File: src/sv/lcsnq_pkg.sv
// ----------------------------------------------------------------------------
// lcsnq_pkg: shared types and constants
// Request codes, probe slots and the command word that travels from the
// request decoder to the cell table.
// ----------------------------------------------------------------------------
package lcsnq_pkg;

   localparam int CELL_BITS = 14;
   localparam int CELL_MIN  = -8192;
   localparam int CELL_MAX  = 8191;

   localparam int REQ_BITS       = 2;
   localparam int DIR_BITS       = 4;
   localparam int DIR_COUNT_BITS = 3;

   // Floor divider remainder width
   localparam int REM_BITS = 5;

   localparam int QUEUE_DEPTH = 2;
   localparam int QPTR_BITS   = $clog2(QUEUE_DEPTH);
   localparam int QCNT_BITS   = $clog2(QUEUE_DEPTH + 1);

   // Probe slots: self cell, then east, north, west, south neighbor
   localparam int NUM_PROBES  = 5;
   localparam int PROBE_SELF  = 0;
   localparam int PROBE_EAST  = 1;
   localparam int PROBE_NORTH = 2;
   localparam int PROBE_WEST  = 3;
   localparam int PROBE_SOUTH = 4;

   typedef enum logic [REQ_BITS-1:0] {
      REQ_ADD    = 2'd0,
      REQ_REMOVE = 2'd1,
      REQ_QUERY  = 2'd2,
      REQ_NONE   = 2'd3
   } req_kind_type;

   typedef struct packed {
      req_kind_type                            kind;
      logic [NUM_PROBES-1:0][CELL_BITS-1:0]    key_x;
      logic [NUM_PROBES-1:0][CELL_BITS-1:0]    key_z;
      logic [NUM_PROBES-1:0]                   key_ok;
   } cmd_type;

   typedef struct packed {
      logic empty;
      logic full;
   } queue_status_type;

endpackage

File: src/sv/lcsnq_queue.sv
// ----------------------------------------------------------------------------
// lcsnq_queue: command queue
// Short FIFO that decouples the request decoder from the cell table.
// ----------------------------------------------------------------------------
module lcsnq_queue (
   input  logic                        clock,
   input  logic                        reset,
   input  logic                        push,
   input  lcsnq_pkg::cmd_type          push_cmd,
   input  logic                        pop,
   output lcsnq_pkg::cmd_type          head_cmd,
   output lcsnq_pkg::queue_status_type status
);
   import lcsnq_pkg::*;

   cmd_type              mem_ff [QUEUE_DEPTH];
   logic [QPTR_BITS-1:0] wr_ptr_ff, wr_ptr_in;
   logic [QPTR_BITS-1:0] rd_ptr_ff, rd_ptr_in;
   logic [QCNT_BITS-1:0] count_ff, count_in;

   always_comb begin
      wr_ptr_in = wr_ptr_ff;
      rd_ptr_in = rd_ptr_ff;
      count_in  = count_ff;
      if (push) begin
         wr_ptr_in = wr_ptr_ff + QPTR_BITS'(1);
      end
      if (pop) begin
         rd_ptr_in = rd_ptr_ff + QPTR_BITS'(1);
      end
      if (push && !pop) begin
         count_in = count_ff + QCNT_BITS'(1);
      end else if (pop && !push) begin
         count_in = count_ff - QCNT_BITS'(1);
      end
   end

   always_ff @(posedge clock) begin
      if (reset) begin
         wr_ptr_ff <= '0;
         rd_ptr_ff <= '0;
         count_ff  <= '0;
      end else begin
         wr_ptr_ff <= wr_ptr_in;
         rd_ptr_ff <= rd_ptr_in;
         count_ff  <= count_in;
      end
   end

   always_ff @(posedge clock) begin
      if (push) begin
         mem_ff[wr_ptr_ff] <= push_cmd;
      end
   end

   assign head_cmd     = mem_ff[rd_ptr_ff];
   assign status.empty = (count_ff == '0);
   assign status.full  = (count_ff == QCNT_BITS'(QUEUE_DEPTH));

endmodule

File: config.mk
export PLATFORM = sky130hd
export DESIGN_NAME = lcsnq_queue
export DESIGN_NICKNAME = d
export VERILOG_FILES = /design/src/sv/lcsnq_pkg.sv /design/src/sv/lcsnq_queue.sv
export SDC_FILE = /design/constraint.sdc
export NUM_CORES = 1
export LEC_CHECK = 0
export BUFFER_PORTS_ARGS = -buffer_cell sky130_fd_sc_hd__buf_4
export CORE_ASPECT_RATIO = 1.25
export CORE_MARGIN = 4
export CORE_UTILIZATION = 52
export DETAILED_ROUTE_END_ITERATION = 8
export PLACE_DENSITY = 0.83
export SLEW_MARGIN = 20
export SYNTH_ARGS = -nofsm -noshare
export SYNTH_HDL_FRONTEND = slang
export SYNTH_SLANG_ARGS = --single-unit
File: constraint.sdc
create_clock -name clock -period 10.6 [get_ports clock]
set_clock_uncertainty 0.1 [all_clocks]
set_input_delay 1.59 -clock clock [delete_from_list [all_inputs] [get_ports clock]]
set_output_delay 1.59 -clock clock [all_outputs]
set_load 0.05 [all_outputs]
# Word level (Yosys, flattened, before mapping)
# Memory sizes are Yosys's and may differ from the RTL's. A register that Yosys moved wholly into a read port is not among the register bits.
# Cells that the tools add are included.
# totals
reg_bits	4
mem_bits_rw	294
input_bits	151
mem_count	1
# mem_list
name	words	word_bits	read_ports	rd_ports_with_merged_regs	write_ports	line	rtl
mem_ff	2	147	1	1	1	lcsnq_queue.sv:16	cmd_type mem_ff [QUEUE_DEPTH];
# op_classes
n_addsub	4
eq_ne	1
muxes	6
n_reduce_logical	6
# op_table
op	count
$mux 1	4
$mux 2	2
$add 1x1->1 const B	2
$add 2x1->2 const B	1
$eq 2x2->1 const B	1
$logic_and 1x1->1	2
$logic_not 1->1	2
$logic_not 2->1	1
$reduce_bool 2->1	1
$sub 2x1->2 const B	1

# Depth between registers and ports, before layout
# logic_depth
word_depth	4
depth_mapped	5
ltp_nobuf	5

# Worst setup path before layout
# Ideal clock, no wire load.
# synth_path
path_type	input port to flip-flop
from	input port push
to	memory mem_ff[0][0] in the netlist's numbering (enable)
setup_ps	673
arrival_ps	7950
required_ps	9827
setup_slack_ps	1877
path_stages	1
n_path_buf	0
path_cell_list	nor2b_1
# synth_via
elab_chain_len	2
# synth_rtl
element	line	rtl
from (decl)	lcsnq_queue.sv:8	input logic push,
$mux 1	lcsnq_queue.sv:51	if (push) begin
$mux 1 (implied by the code)	lcsnq_queue.sv:52	mem_ff[wr_ptr_ff] <= push_cmd;
to (decl)	lcsnq_queue.sv:16	
# Every way passes these cells.

==> impl_results.md <==
- Fraction of layout cells with a size suffix above 1: 60.0%
- CTS tree: built
- R2r setup slk: 8.18 ns
- Drt pass-1 iters: 4
- Critical setup path kind: reg -> out
- Clk buf depth: 3
- Area leader, netlist: edfxtp_1
- Worst-Margin Slew: a little over 1 ns
- Total grt overflow: 0
- Yosys warns: 0
- Number of max-slew violations in the final report: 0
- Fillers: 1255
- First DRT Iteration DRCs: about 260
- First-pass GRT wire length: approximately 32000 um
- Dpl cells: 1036
- Syn_nets: 631
- CTS buffer count: 28
- Worst skew pair latency: 0.51 ns
- Hold_buf cts: 0
- Largest net degree at the start of global routing: 87
- Setup slack after layout: 5.84 ns
- Area growth from synthesis to layout: 30.9%
- Post-CTS setup buffers: 0
- RSZ-0062 raised after global routing: no
- Routability Congestion: 0.761
- Die width: 137 um
- I/O Pins: 300
- Leak Pwr: around 5.3 nW
- Initial core utilization: between 50% and 60%
- Top cell type's share of synthesized area: 81.3%
- Routed WL: 21400 um
- Finished Cell Area: 14200 um2
- Arrival @ worst endpoint: 3.07 ns
- Most common cell after layout, fill and taps aside: buf_4
- Post-DP HPWL: 14500 um
- # resized after CTS: 0
- Fin crit share: 44.9%
- CP Data Required Time: 8.91 ns
- Final #Nets: between 900 and 1000
- Mean Syn Cell Area: 22.7 um2
- Post-synthesis sequential area ratio: between 80% and 90%
- DR WL met3: 1800 um
- CTS Sinks: 299
- Yosys cell types: 16
- Hold path depth: 2
- Die ar.: 23300 um2
- FF+latch count, synth: 299
- WL met1: 7390 um
- Worst rel slew slack: 31.7%
- Avg Vias per Cell: 5.08
- # setup viols final: 0
- Tmin final: 4.76 ns
- Setup TNS: 0 ns
- Routed met2 length: roughly 12000 um
- DIE HEIGHT: 170 um
- Routed via count: 5517
- Placed Area: 13300 um2
- Non-Filler Instances: 1087
- R2R Path End: mem_ff[1][99]
- Ant. Diodes: 0
- Worst setup endpoint: head_cmd[8]
- Drt wl/cell: roughly 20 um
- Peak VDD IR: 0.181 mV
- Multi-input logic area: between 1500 and 2000 um2
- DR DRC count: 0
- Synth top area cells: edfxtp_1 81%, mux2_2 15%, buf_6 1.6%, dfxtp_1 0.92%, nor2_1 0.17%
- Register area: 8930 um2
- Post-Synthesis Cells: 479
- Hold Crit Class: reg -> reg
- Crit-path max FO: 77
- # rows: 58
- Most frequent cells in the layout: 301 x buf_4, 294 x edfxtp_1, 147 x mux2_2
- Max cap viols: 0
- Top Metal Used: met4
- Pre-CTS WS: 6.32 ns
- Fmax achieved: 210 MHz
- Status: complete, no violations
- Mapped Area: 10900 um2
- GRT Util Overall: 17.6%
- Final Core Density: 70.0%
- Crit. End Element: output pin
- CTS Root Cell: clkbuf_16
- Final Hold Viols: 0
- Origin of the critical flop-to-flop path: wr_ptr_ff
- Total core area: 20300 um2
- ANT nets after route: 0
- Initial antenna violation count: 0
- Worst-path clk slew: 0.06 ns
- Worst setup SP type: flip-flop
- Port-buffer cells: 299
- Cell Pwr Density: a little over 200 nW/um2
- Vias in the first global route: ~6000
- CTS H-tree lvls: 1
- Worst Reg-to-Reg Cells: 2
[cells by family (layout without fill, tap and decap cells)]
| kind of cell | count (synthesis) | in the layout | synth area share (%) |
|---|---|---|---|
| DFF | 299 | 299 | 82.2 |
| and+or+nand+nor | 9 | 9 | 0.415 |
| muxes | 147 | 147 | 15.2 |
| AOI/OAI and AO/OA | 2 | 2 | 0.0920 |
| xor gates and xnor gates | 4 | 4 | 0.323 |
| buffers and inverters | 17 | 355 | 1.64 |
| adders and majority gates | 1 | 1 | 0.115 |
[power breakdown]
group / switching, mW / internal, mW / leakage (nW)
clock network: 0.391 / 0.574 / 0.434
registers: 0.0277 / 1.38 / 2.80
logic: 0.337 / 0.180 / 2.07
[critical path, stage by stage (launching register included)]
cell     delay (ns)
dfxtp_4        1.00
buf_4          0.86
mux2_2         0.44
buf_4          0.20
[layout make-up]
type / instances / share of cell area [%]
multi-input cells: 163 / 12.4
inverters: 1 / 0.0264
repair buffers: 303 / 16.0
flip-flops and latches: 299 / 62.8
clock inverters: 13 / 0.985
clock buffers: 38 / 5.34
well taps: 270 / 2.38
[cell usage after synthesis]
cell and instances:
or3_1 1, nor2_1 5, inv_1 1, xnor2_1 2, mux2_2 147, buf_2 1, o21ai_0 1, dfxtp_1 5
ha_1 1, nor2b_1 1, edfxtp_1 294, a21oi_1 1, buf_6 15, xor2_1 2, and2_1 1, and2b_1 1
[flip-flops by register name, summed over array words and instances, names as in the netlist, named ones only]
name,cells
wr_ptr_ff,1
mem_ff,294
rd_ptr_ff,1
count_ff,2
[worst min path at each step]
stage | startpoint | to | slack [ns]
2_1_floorplan | count_ff[1] | count_ff[1] | 0.36
3_3_place_gp | count_ff[1] | count_ff[1] | 0.38
3_5_place_dp | count_ff[1] | count_ff[1] | 0.40
4_1_cts | count_ff[1] | count_ff[1] | 0.41
5_1_grt | count_ff[1] | count_ff[1] | 0.45
6_report | count_ff[1] | count_ff[1] | 0.41
[through the flow]
step / power (mW) / hold slack (ns)
finish: 2.89 / 0.408
global route: 3.00 / 0.452
CTS: 2.92 / 0.410
detailed placement: 1.96 / 0.401
global placement: 1.94 / 0.376
floorplan: 1.79 / 0.362
[routing by layer]
layer,GRT usage (%),vias up
met5,0,-
met4,5.16,0
met3,5.19,36
met2,32.3,221
met1,19.5,2721
li1,-,2539
Note: power is estimated with default switching activity, not from simulation.
