$ cat config.mk
export PLATFORM = sky130hd
export DESIGN_NAME = lcsnq_front_flat
export DESIGN_NICKNAME = d
export VERILOG_FILES = /design/src/sv/lcsnq_pkg.sv /design/src/sv/lcsnq_ifs.sv /design/src/sv/lcsnq_front.sv /design/src/flat_wrapper.sv
export SDC_FILE = /design/constraint.sdc
export NUM_CORES = 1
export LEC_CHECK = 0
export ABC_CLOCK_PERIOD_IN_PS = 5900
export BUFFER_PORTS_ARGS = -buffer_cell sky130_fd_sc_hd__buf_2
export CORE_MARGIN = 3
export CORE_UTILIZATION = 45
export DETAILED_ROUTE_END_ITERATION = 10
export PLACE_DENSITY = 0.78
export SYNTH_ARGS = -nofsm -noshare
export SYNTH_HDL_FRONTEND = slang
export SYNTH_SLANG_ARGS = --single-unit
$ cat constraint.sdc
create_clock -name clock -period 5.9 [get_ports clock]
set_clock_uncertainty 0.15 [all_clocks]
set_input_delay 0.295 -clock clock [delete_from_list [all_inputs] [get_ports clock]]
set_output_delay 0.295 -clock clock [all_outputs]
set_load 0.005 [all_outputs]
$ cat src/sv/lcsnq_pkg.sv
// ----------------------------------------------------------------------------
// lcsnq_pkg: shared types and constants
// Request codes, probe slots and the command word that travels from the
// request decoder to the cell table.
// ----------------------------------------------------------------------------
package lcsnq_pkg;

   localparam int CELL_BITS = 14;
   localparam int CELL_MIN  = -8192;
   localparam int CELL_MAX  = 8191;

   localparam int REQ_BITS       = 2;
   localparam int DIR_BITS       = 4;
   localparam int DIR_COUNT_BITS = 3;

   // Floor divider remainder width
   localparam int REM_BITS = 5;

   localparam int QUEUE_DEPTH = 2;
   localparam int QPTR_BITS   = $clog2(QUEUE_DEPTH);
   localparam int QCNT_BITS   = $clog2(QUEUE_DEPTH + 1);

   // Probe slots: self cell, then east, north, west, south neighbor
   localparam int NUM_PROBES  = 5;
   localparam int PROBE_SELF  = 0;
   localparam int PROBE_EAST  = 1;
   localparam int PROBE_NORTH = 2;
   localparam int PROBE_WEST  = 3;
   localparam int PROBE_SOUTH = 4;

   typedef enum logic [REQ_BITS-1:0] {
      REQ_ADD    = 2'd0,
      REQ_REMOVE = 2'd1,
      REQ_QUERY  = 2'd2,
      REQ_NONE   = 2'd3
   } req_kind_type;

   typedef struct packed {
      req_kind_type                            kind;
      logic [NUM_PROBES-1:0][CELL_BITS-1:0]    key_x;
      logic [NUM_PROBES-1:0][CELL_BITS-1:0]    key_z;
      logic [NUM_PROBES-1:0]                   key_ok;
   } cmd_type;

   typedef struct packed {
      logic empty;
      logic full;
   } queue_status_type;

endpackage

$ cat src/sv/lcsnq_ifs.sv
// ----------------------------------------------------------------------------
// lcsnq channel interfaces
// Valid/ready channels for requests and responses of the loaded cell set.
// ----------------------------------------------------------------------------
interface lcsnq_req_if #(
   parameter int INDEX_BITS = 16
);
   logic                         valid;
   logic                         ready;
   logic [1:0]                   req_type;
   logic signed [13:0]           cell_x;
   logic signed [13:0]           cell_z;
   logic signed [INDEX_BITS-1:0] inter_i;
   logic signed [INDEX_BITS-1:0] inter_j;

   modport source (output valid, req_type, cell_x, cell_z, inter_i, inter_j,
                   input ready);
   modport sink   (input valid, req_type, cell_x, cell_z, inter_i, inter_j,
                   output ready);
endinterface


$ cat src/sv/lcsnq_front.sv
// ----------------------------------------------------------------------------
// lcsnq_front: request decoder
// Accepts requests, maps query intersections to cells by floor division
// by the cell span, builds the five probe keys and pushes commands.
// ----------------------------------------------------------------------------
module lcsnq_front #(
   parameter int CELL_SPAN  = 4,
   parameter int INDEX_BITS = 16
) (
   input  logic                        clock,
   input  logic                        reset,
   lcsnq_req_if.sink                   req_ch,
   output logic                        push_valid,
   output lcsnq_pkg::cmd_type          push_cmd,
   input  lcsnq_pkg::queue_status_type q_status
);
   import lcsnq_pkg::*;

   // Offset index is non-negative and below 17 * 2^(INDEX_BITS-1)
   localparam int DW       = INDEX_BITS + 4;
   localparam int SPAN_LOG = $clog2(CELL_SPAN);
   localparam int MW       = DW + 1;
   localparam int PRW      = DW + MW;
   localparam int QW = (INDEX_BITS + 1 > CELL_BITS + 1) ? INDEX_BITS + 1 : CELL_BITS + 1;

   // Rounded-up reciprocal of the span: the product shifted right by
   // DW + SPAN_LOG is the exact floor quotient of any DW-bit dividend
   localparam longint unsigned RECIP_FULL =
      ((64'd1 << (DW + SPAN_LOG)) + 64'(CELL_SPAN) - 64'd1) / 64'(CELL_SPAN);
   localparam logic [MW-1:0] RECIP = MW'(RECIP_FULL);

   localparam logic [DW-1:0]       DIV_OFFSET = DW'(CELL_SPAN) << (INDEX_BITS - 1);
   localparam logic [REM_BITS-1:0] SPAN_R     = REM_BITS'(CELL_SPAN);
   localparam logic [REM_BITS-1:0] SPAN_LAST  = REM_BITS'(CELL_SPAN - 1);
   localparam logic signed [QW-1:0] KEY_MIN   = QW'(CELL_MIN);
   localparam logic signed [QW-1:0] KEY_MAX   = QW'(CELL_MAX);

   typedef enum logic [2:0] {
      FR_IDLE = 3'b001,
      FR_DIV  = 3'b010,
      FR_PUSH = 3'b100
   } front_state_type;

   front_state_type       state_ff, state_in;
   logic [DW-1:0]         num_i_ff, num_i_in;
   logic [DW-1:0]         num_j_ff, num_j_in;
   logic [INDEX_BITS-1:0] quo_i_ff, quo_i_in;
   logic [INDEX_BITS-1:0] quo_j_ff, quo_j_in;

   logic                  req_fire;
   req_kind_type          req_kind;
   logic [DW-1:0]         off_i, off_j;
   logic [PRW-1:0]        prod_i, prod_j;
   logic [REM_BITS-1:0]   span_i, span_j, rem_i, rem_j;
   logic [INDEX_BITS-1:0] ctr_i_raw, ctr_j_raw;
   logic signed [QW-1:0]  ctr_x, ctr_z, east_x, west_x, north_z, south_z;
   cmd_type               query_cmd, direct_cmd;

   function automatic logic key_in_range(input logic signed [QW-1:0] v);
      return (v >= KEY_MIN) && (v <= KEY_MAX);
   endfunction

   assign req_kind     = req_kind_type'(req_ch.req_type);
   assign req_ch.ready = (state_ff == FR_IDLE) && !q_status.full;
   assign req_fire     = req_ch.valid && req_ch.ready;

   assign off_i = {{4{req_ch.inter_i[INDEX_BITS-1]}}, req_ch.inter_i} + DIV_OFFSET;
   assign off_j = {{4{req_ch.inter_j[INDEX_BITS-1]}}, req_ch.inter_j} + DIV_OFFSET;

   assign prod_i = PRW'(num_i_ff) * PRW'(RECIP);
   assign prod_j = PRW'(num_j_ff) * PRW'(RECIP);

   always_comb begin
      state_in = state_ff;
      num_i_in = num_i_ff;
      num_j_in = num_j_ff;
      quo_i_in = quo_i_ff;
      quo_j_in = quo_j_ff;
      case (state_ff)
         FR_IDLE: begin
            if (req_fire && req_kind == REQ_QUERY) begin
               num_i_in = off_i;
               num_j_in = off_j;
               state_in = FR_DIV;
            end
         end
         FR_DIV: begin
            // Drop the fraction bits of the reciprocal product
            quo_i_in = prod_i[DW+SPAN_LOG +: INDEX_BITS];
            quo_j_in = prod_j[DW+SPAN_LOG +: INDEX_BITS];
            state_in = FR_PUSH;
         end
         FR_PUSH: begin
            if (!q_status.full) begin
               state_in = FR_IDLE;
            end
         end
         default: begin
            state_in = FR_IDLE;
         end
      endcase
   end

   always_ff @(posedge clock) begin
      if (reset) begin
         state_ff <= FR_IDLE;
      end else begin
         state_ff <= state_in;
      end
   end

   always_ff @(posedge clock) begin
      num_i_ff <= num_i_in;
      num_j_ff <= num_j_in;
      quo_i_ff <= quo_i_in;
      quo_j_ff <= quo_j_in;
   end

   // The remainder is below the span, so its low bits alone recover it
   assign span_i = quo_i_ff[REM_BITS-1:0] * SPAN_R;
   assign span_j = quo_j_ff[REM_BITS-1:0] * SPAN_R;
   assign rem_i  = num_i_ff[REM_BITS-1:0] - span_i;
   assign rem_j  = num_j_ff[REM_BITS-1:0] - span_j;

   // Remove the offset bias: flipping the top quotient bit yields the signed cell
   assign ctr_i_raw = {~quo_i_ff[INDEX_BITS-1], quo_i_ff[INDEX_BITS-2:0]};
   assign ctr_j_raw = {~quo_j_ff[INDEX_BITS-1], quo_j_ff[INDEX_BITS-2:0]};
   assign ctr_x = {{(QW-INDEX_BITS){ctr_i_raw[INDEX_BITS-1]}}, ctr_i_raw};
   assign ctr_z = {{(QW-INDEX_BITS){ctr_j_raw[INDEX_BITS-1]}}, ctr_j_raw};

   // A neighbor leaves the cell only from its last or first row of the span
   assign east_x  = ctr_x + QW'(rem_i == SPAN_LAST);
   assign west_x  = ctr_x - QW'(rem_i == '0);
   assign north_z = ctr_z + QW'(rem_j == SPAN_LAST);
   assign south_z = ctr_z - QW'(rem_j == '0);

   always_comb begin
      query_cmd.kind = REQ_QUERY;
      query_cmd.key_x[PROBE_SELF]  = ctr_x[CELL_BITS-1:0];
      query_cmd.key_z[PROBE_SELF]  = ctr_z[CELL_BITS-1:0];
      query_cmd.key_x[PROBE_EAST]  = east_x[CELL_BITS-1:0];
      query_cmd.key_z[PROBE_EAST]  = ctr_z[CELL_BITS-1:0];
      query_cmd.key_x[PROBE_NORTH] = ctr_x[CELL_BITS-1:0];
      query_cmd.key_z[PROBE_NORTH] = north_z[CELL_BITS-1:0];
      query_cmd.key_x[PROBE_WEST]  = west_x[CELL_BITS-1:0];
      query_cmd.key_z[PROBE_WEST]  = ctr_z[CELL_BITS-1:0];
      query_cmd.key_x[PROBE_SOUTH] = ctr_x[CELL_BITS-1:0];
      query_cmd.key_z[PROBE_SOUTH] = south_z[CELL_BITS-1:0];
      query_cmd.key_ok[PROBE_SELF]  = key_in_range(ctr_x) && key_in_range(ctr_z);
      query_cmd.key_ok[PROBE_EAST]  = key_in_range(east_x) && key_in_range(ctr_z);
      query_cmd.key_ok[PROBE_NORTH] = key_in_range(ctr_x) && key_in_range(north_z);
      query_cmd.key_ok[PROBE_WEST]  = key_in_range(west_x) && key_in_range(ctr_z);
      query_cmd.key_ok[PROBE_SOUTH] = key_in_range(ctr_x) && key_in_range(south_z);
   end

   always_comb begin
      direct_cmd        = '0;
      direct_cmd.kind   = req_kind;
      direct_cmd.key_x[PROBE_SELF]  = req_ch.cell_x;
      direct_cmd.key_z[PROBE_SELF]  = req_ch.cell_z;
      direct_cmd.key_ok[PROBE_SELF] = 1'b1;
   end

   always_comb begin
      push_valid = 1'b0;
      push_cmd   = direct_cmd;
      case (state_ff)
         FR_IDLE: begin
            push_valid = req_fire && (req_kind != REQ_QUERY);
         end
         FR_PUSH: begin
            push_valid = !q_status.full;
            push_cmd   = query_cmd;
         end
         default: begin
            push_valid = 1'b0;
         end
      endcase
   end

endmodule

$ cat src/flat_wrapper.sv
// flat-port wrapper written by rule: the top's interface ports become plain ports
module lcsnq_front_flat import lcsnq_pkg::*;
#(
   parameter int CELL_SPAN  = 4,
   parameter int INDEX_BITS = 16
)
  (clock, reset, push_valid, push_cmd, q_status, req_ch_valid, req_ch_req_type, req_ch_cell_x, req_ch_cell_z, req_ch_inter_i, req_ch_inter_j, req_ch_ready);
  lcsnq_req_if #(.INDEX_BITS(INDEX_BITS)) req_ch_i ();
  input  logic clock;
  input  logic reset;
  output logic push_valid;
  output lcsnq_pkg::cmd_type push_cmd;
  input  lcsnq_pkg::queue_status_type q_status;
  input wire logic [$bits(req_ch_i.valid)-1:0] req_ch_valid;
  input wire logic [$bits(req_ch_i.req_type)-1:0] req_ch_req_type;
  input wire logic [$bits(req_ch_i.cell_x)-1:0] req_ch_cell_x;
  input wire logic [$bits(req_ch_i.cell_z)-1:0] req_ch_cell_z;
  input wire logic [$bits(req_ch_i.inter_i)-1:0] req_ch_inter_i;
  input wire logic [$bits(req_ch_i.inter_j)-1:0] req_ch_inter_j;
  output wire logic [$bits(req_ch_i.ready)-1:0] req_ch_ready;
  assign req_ch_i.valid = req_ch_valid;
  assign req_ch_i.req_type = req_ch_req_type;
  assign req_ch_i.cell_x = req_ch_cell_x;
  assign req_ch_i.cell_z = req_ch_cell_z;
  assign req_ch_i.inter_i = req_ch_inter_i;
  assign req_ch_i.inter_j = req_ch_inter_j;
  assign req_ch_ready = req_ch_i.ready;
  lcsnq_front #(.CELL_SPAN(CELL_SPAN), .INDEX_BITS(INDEX_BITS)) u_core (.clock(clock), .reset(reset), .req_ch(req_ch_i), .push_valid(push_valid), .push_cmd(push_cmd), .q_status(q_status));
endmodule
==> Word level (Yosys, flattened, before mapping) <==
Cells that the tools add are included.
{ "word_totals": {"ff_bits": 71, "inputBits": 67, "out_inout_bits": 149, "elab_cells": 61} }
{ "op_classes": {"addsub": 8, "magnitude_cmp": 12, "eq_ne": 9, "n_mux": 5, "bitwise_logic": 2, "n_reduce_logical": 20} }
{ "op_table": {"columns": ["operator", "n"], "rows": [
  ["$mux W147", 1],
  ["$ge A17 B14 Y1 const B", 4],
  ["$le A17 B14 Y1 const B", 4],
  ["$add A16 B18 Y18 const B", 2],
  ["$add A16 B2 Y17", 2],
  ["$sub A16 B2 Y17", 2],
  ["$ge A16 B14 Y1 const B", 2],
  ["$le A16 B14 Y1 const B", 2],
  ["$logic_and A1 B1 Y1", 15],
  ["$eq A5 B2 Y1 const B", 2],
  ["$logic_not A5 Y1", 2],
  ["$sub A5 B5 Y5", 2],
  ["$pmux W3 S3", 1],
  ["$mux W3", 2],
  ["$ne A2 B2 Y1 const B", 3],
  ["$reduce_and A2 Y1", 2],
  ["$eq A3 B1 Y1 const B", 1],
  ["$eq A3 B2 Y1 const B", 1],
  ["$eq A3 B3 Y1 const B", 1],
  ["$eq A2 B2 Y1 const B", 1],
  ["$not A1 Y1", 2],
  ["$pmux W1 S2", 1],
  ["$logic_not A1 Y1", 1]
]} }

==> Logic depth before layout (Yosys ltp) <==
{ "logic_depth": {"ltp_word": 7, "mapped_depth": 13, "ltp_nobuf": 12} }

==> Worst setup path before layout <==
No wires, ideal clock.
{ "synth_timing": {"path_type": "reg-to-output", "startpoint": "register u_core.quo_j_ff[1]", "endpoint": "output port push_cmd[73] (netlist name)", "arrival_time_ns": 2.502, "t_required_ns": 5.455, "setup_slack_ns": 2.953, "stages_incl_launch_ff": 13, "n_path_buf": 1, "path_cell_list": "edfxtp_1 buf_6 inv_1 ha_1 nor2b_1 xnor2_1 nand3_1 nor3_1 ha_1 nor4b_4 nand3_1 or4_1 mux2i_1"} }
{ "synth_rtl": {"columns": ["element", "line", "rtl"], "rows": [
  ["from (decl)", "lcsnq_front.sv:48", "logic [INDEX_BITS-1:0] quo_j_ff, quo_j_in;"],
  ["from (signal assigned)", "lcsnq_front.sv:116", "quo_j_ff <= quo_j_in;"],
  ["to (decl)", "flat_wrapper.sv:12", "output lcsnq_pkg::cmd_type push_cmd;"]
]} }

==> flow_metrics.tcl <==
set metrics [dict create \
    unrepaired_setup_endpoints_after_global_routing "false" \
    post_synth_num_cell_types 46 \
    dpl.hpwl_um 9270 \
    die_height_um 105 \
    hold_path.class "in -> reg" \
    post_cts_resize_count 0 \
    total_overflow_reported_by_the_global_router 0 \
    clk_root_buffer_cell "clkbuf_8" \
    dr.max_layer_used "met4" \
    status "finished clean" \
    fp.dieArea_sq_um 11100 \
    postSynthAreaPerCell_sq_um 9.74 \
    mappedNetlistNets 535 \
    syn_area_sq_um 4440 \
    worstPathRequired_ns 5.45 \
    cts_setup_buffers 0 \
    tightestPinTransition_ns 1.01 \
    total_of_buffers_placed_on_input_and_output_ports 214 \
    total_power_uw 1050 \
    synthArstFlopShare_pct 0 \
    routed_via_density 5.14 \
    final_period_minus_worst_setup_slack_ns 3.93 \
    nNetsFinal 735 \
    pin_count 216 \
    cts_inserted_buffers 9 \
    1st_iter_drt_viols 327 \
    antenna_violating_nets_post_route 0 \
    detailedPlace.worstSlack_ns 2.38 \
    route.met3.wl_um 827 \
    synthDominantCellAreaShare_pct 43.3 \
    grt_start_max_net_pins 88 \
    setup_viol 0 \
    clock_path_buffers 2 \
    timing.final.crit_share_pct 66.6 \
    detail_route.wl_per_cell_um 15.8 \
    path_clk_slew_ns 0.07 \
    synth_edf_count 64 \
    synth.yosys.warnings 0 \
    design_area_sq_um 5910 \
    dr_total_vias 4063 \
    post-route-util_pct 62.7 \
    initial_utilization_pct 47.1 \
    remaining_routing_drc_violations 0 \
    max_freq_mhz 254 \
    core_area_sq_um 9420 \
    drt-pass1-iter-count 5 \
    power.static_leakage_uw 0.00282 \
    max-slew-margin-rel_pct 32.9 \
    fin_setup_tns_ns 0 \
    num_rows 35 \
    cts_hold_buffers_added 31 \
    met2RoutedLength_um 6500 \
    wire_length_of_the_first_global_routing_pass_um 19400 \
    setup.worst_path.end_class "output port" \
    synth_commonest_cells "64 x edfxtp_1, 60 x nor2_1, 29 x buf_4, 29 x nand2_1, 29 x xnor2_1" \
    yosysMostFrequentCell "edfxtp_1" \
    die_width_um 105 \
    place_congestion 0.863 \
    synth-seq-cells 67 \
    first_global_vias 3952 \
    cts_num_sinks 67 \
    worstPathMaxFanout 10 \
    clk-insertion-delay-late_ns 0.33 \
    all_layer_gr_usage_pct 21.6 \
    grt_antenna_before_repair 0 \
    htree_num_levels 3 \
    areaGrowthSynthToFinish_pct 33.1 \
    worstSetupPathType "reg -> out" \
    synth.yosys.seq_area_share_pct 44.6 \
    arrival_time_worst_endpoint_ns 3.48 \
    dpl_cell_area_sq_um 5350 \
    dominantRegCellSynth "edfxtp_1" \
    share_of_post_route_cells_with_drive_strength_above_1_pct 37.2 \
    met1Wirelength_um 5090 \
    max_slew_vio_count 0 \
    tritoncts "done" \
    ir_drop_mv 0.180 \
    number_of_cells_produced_by_synthesis 456 \
    setup.worst_path.start_class "register" \
    final_critical_path_setup_slack_ns 1.97 \
    drt-total-wl_um 12500 \
    netlist.top_cell.by_area "edfxtp_1" \
    report.final.hold_viol_count 0 \
    maxCapViolations 0 \
    synth.area.top_cells "edfxtp_1 43%, xnor2_1 5.7%, nor2_1 5.1%" \
    pwr_density_cell_nw_per_um2 178 \
]
worst paths after layout:
kind | start | to | slack (ns) | depth (start not counted)
setup / recovery | u_core.quo_j_ff[1]$_DFFE_PP_ | push_cmd[73] | 1.97 | 12
hold / removal | req_ch_inter_j[15] | u_core.num_j_ff[16]$_DFFE_PP_ | 0.02 | 1
setup reg to reg | u_core.state_ff[0]$_SDFFE_PP1P_ | u_core.num_i_ff[17]$_DFFE_PP_ | 3.97 | 4
hold reg to reg | u_core.num_j_ff[9]$_DFFE_PP_ | u_core.quo_j_ff[7]$_DFFE_PP_ | 0.27 | 0
where the power goes:
group	internal, uW	total [uW]	switching [uW]	leakage (uW)
clock network	280	460	180	0.000119
registers	523	525	1.91	0.000602
logic	45.2	68.6	23.4	0.00210
layer usage:
layer	vias up	global-route usage (%)
li1	1940	-
met1	1914	26.2
met2	199	39.2
met3	10	4.16
met4	0	5.25
met5	-	0
state kept, by name, indices dropped and copies added, names as in the netlist:
signal and count:
u_core.num_i_ff 17, u_core.quo_j_ff 15, u_core.num_j_ff 17, u_core.state_ff 3, u_core.quo_i_ff 15
cell usage in the layout, fill, tap and decap left out, types with 11 or more instances in the layout:
cell type      Yosys  layout
a21o_1            26      26
and2_1            26      26
buf_2              8     214
dlygate4sd3_1      0      32
edfxtp_1          64      64
ha_1              12      12
inv_1             14      14
nand2_1           29      29
nand3_1           15      15
nor2_1            60      60
nor2b_1           12      11
xnor2_1           29      29
xor2_1            18      18
through the flow:
step / cells / hold slack, ns
finish: 791 / 0.0200
floorplan: 456 / 0.217
detailed placement: 742 / 0.255
global route: 790 / 0.00222
global placement: 742 / 0.251
CTS: 789 / 0.00172
layout make-up:
cell class / instances / area (sq um)
multi-input cells: 315 / 2060
clock buffers: 9 / 124
well taps: 129 / 161
clock inverters: 7 / 115
repair buffers: 249 / 1410
diodes: 1 / 2.50
fillers: 770 / 3510
flip-flops and latches: 67 / 1980
inverters: 14 / 52.6
worst max-delay path, cell delays in order, from the launching register on:
cell      delay (ns)
edfxtp_1        0.60
inv_1           0.12
ha_1            0.21
nor2b_1         0.15
xnor2_1         0.14
nand3_1         0.11
nor3_1          0.26
ha_1            0.28
nor4b_4         0.39
nand3_1         0.15
or4_1           0.44
mux2i_1         0.16
buf_2           0.15
logic make-up (layout without fill, tap and decap cells):
kind of cell               count (synthesis)  count (layout)  synth area share (%)
muxes                                      7               7                  1.63
and+or+nand+nor                          202             202                  24.7
other                                      0               1                     0
DFF                                       67              67                  44.6
xor gates and xnor gates                  47              47                  9.27
AOI/OAI and AO/OA                         47              47                  7.10
adders and majority gates                 12              12                  3.38
buffers and inverters                     74             279                  9.27
No activity file was read; power rests on OpenSTA's default activity.
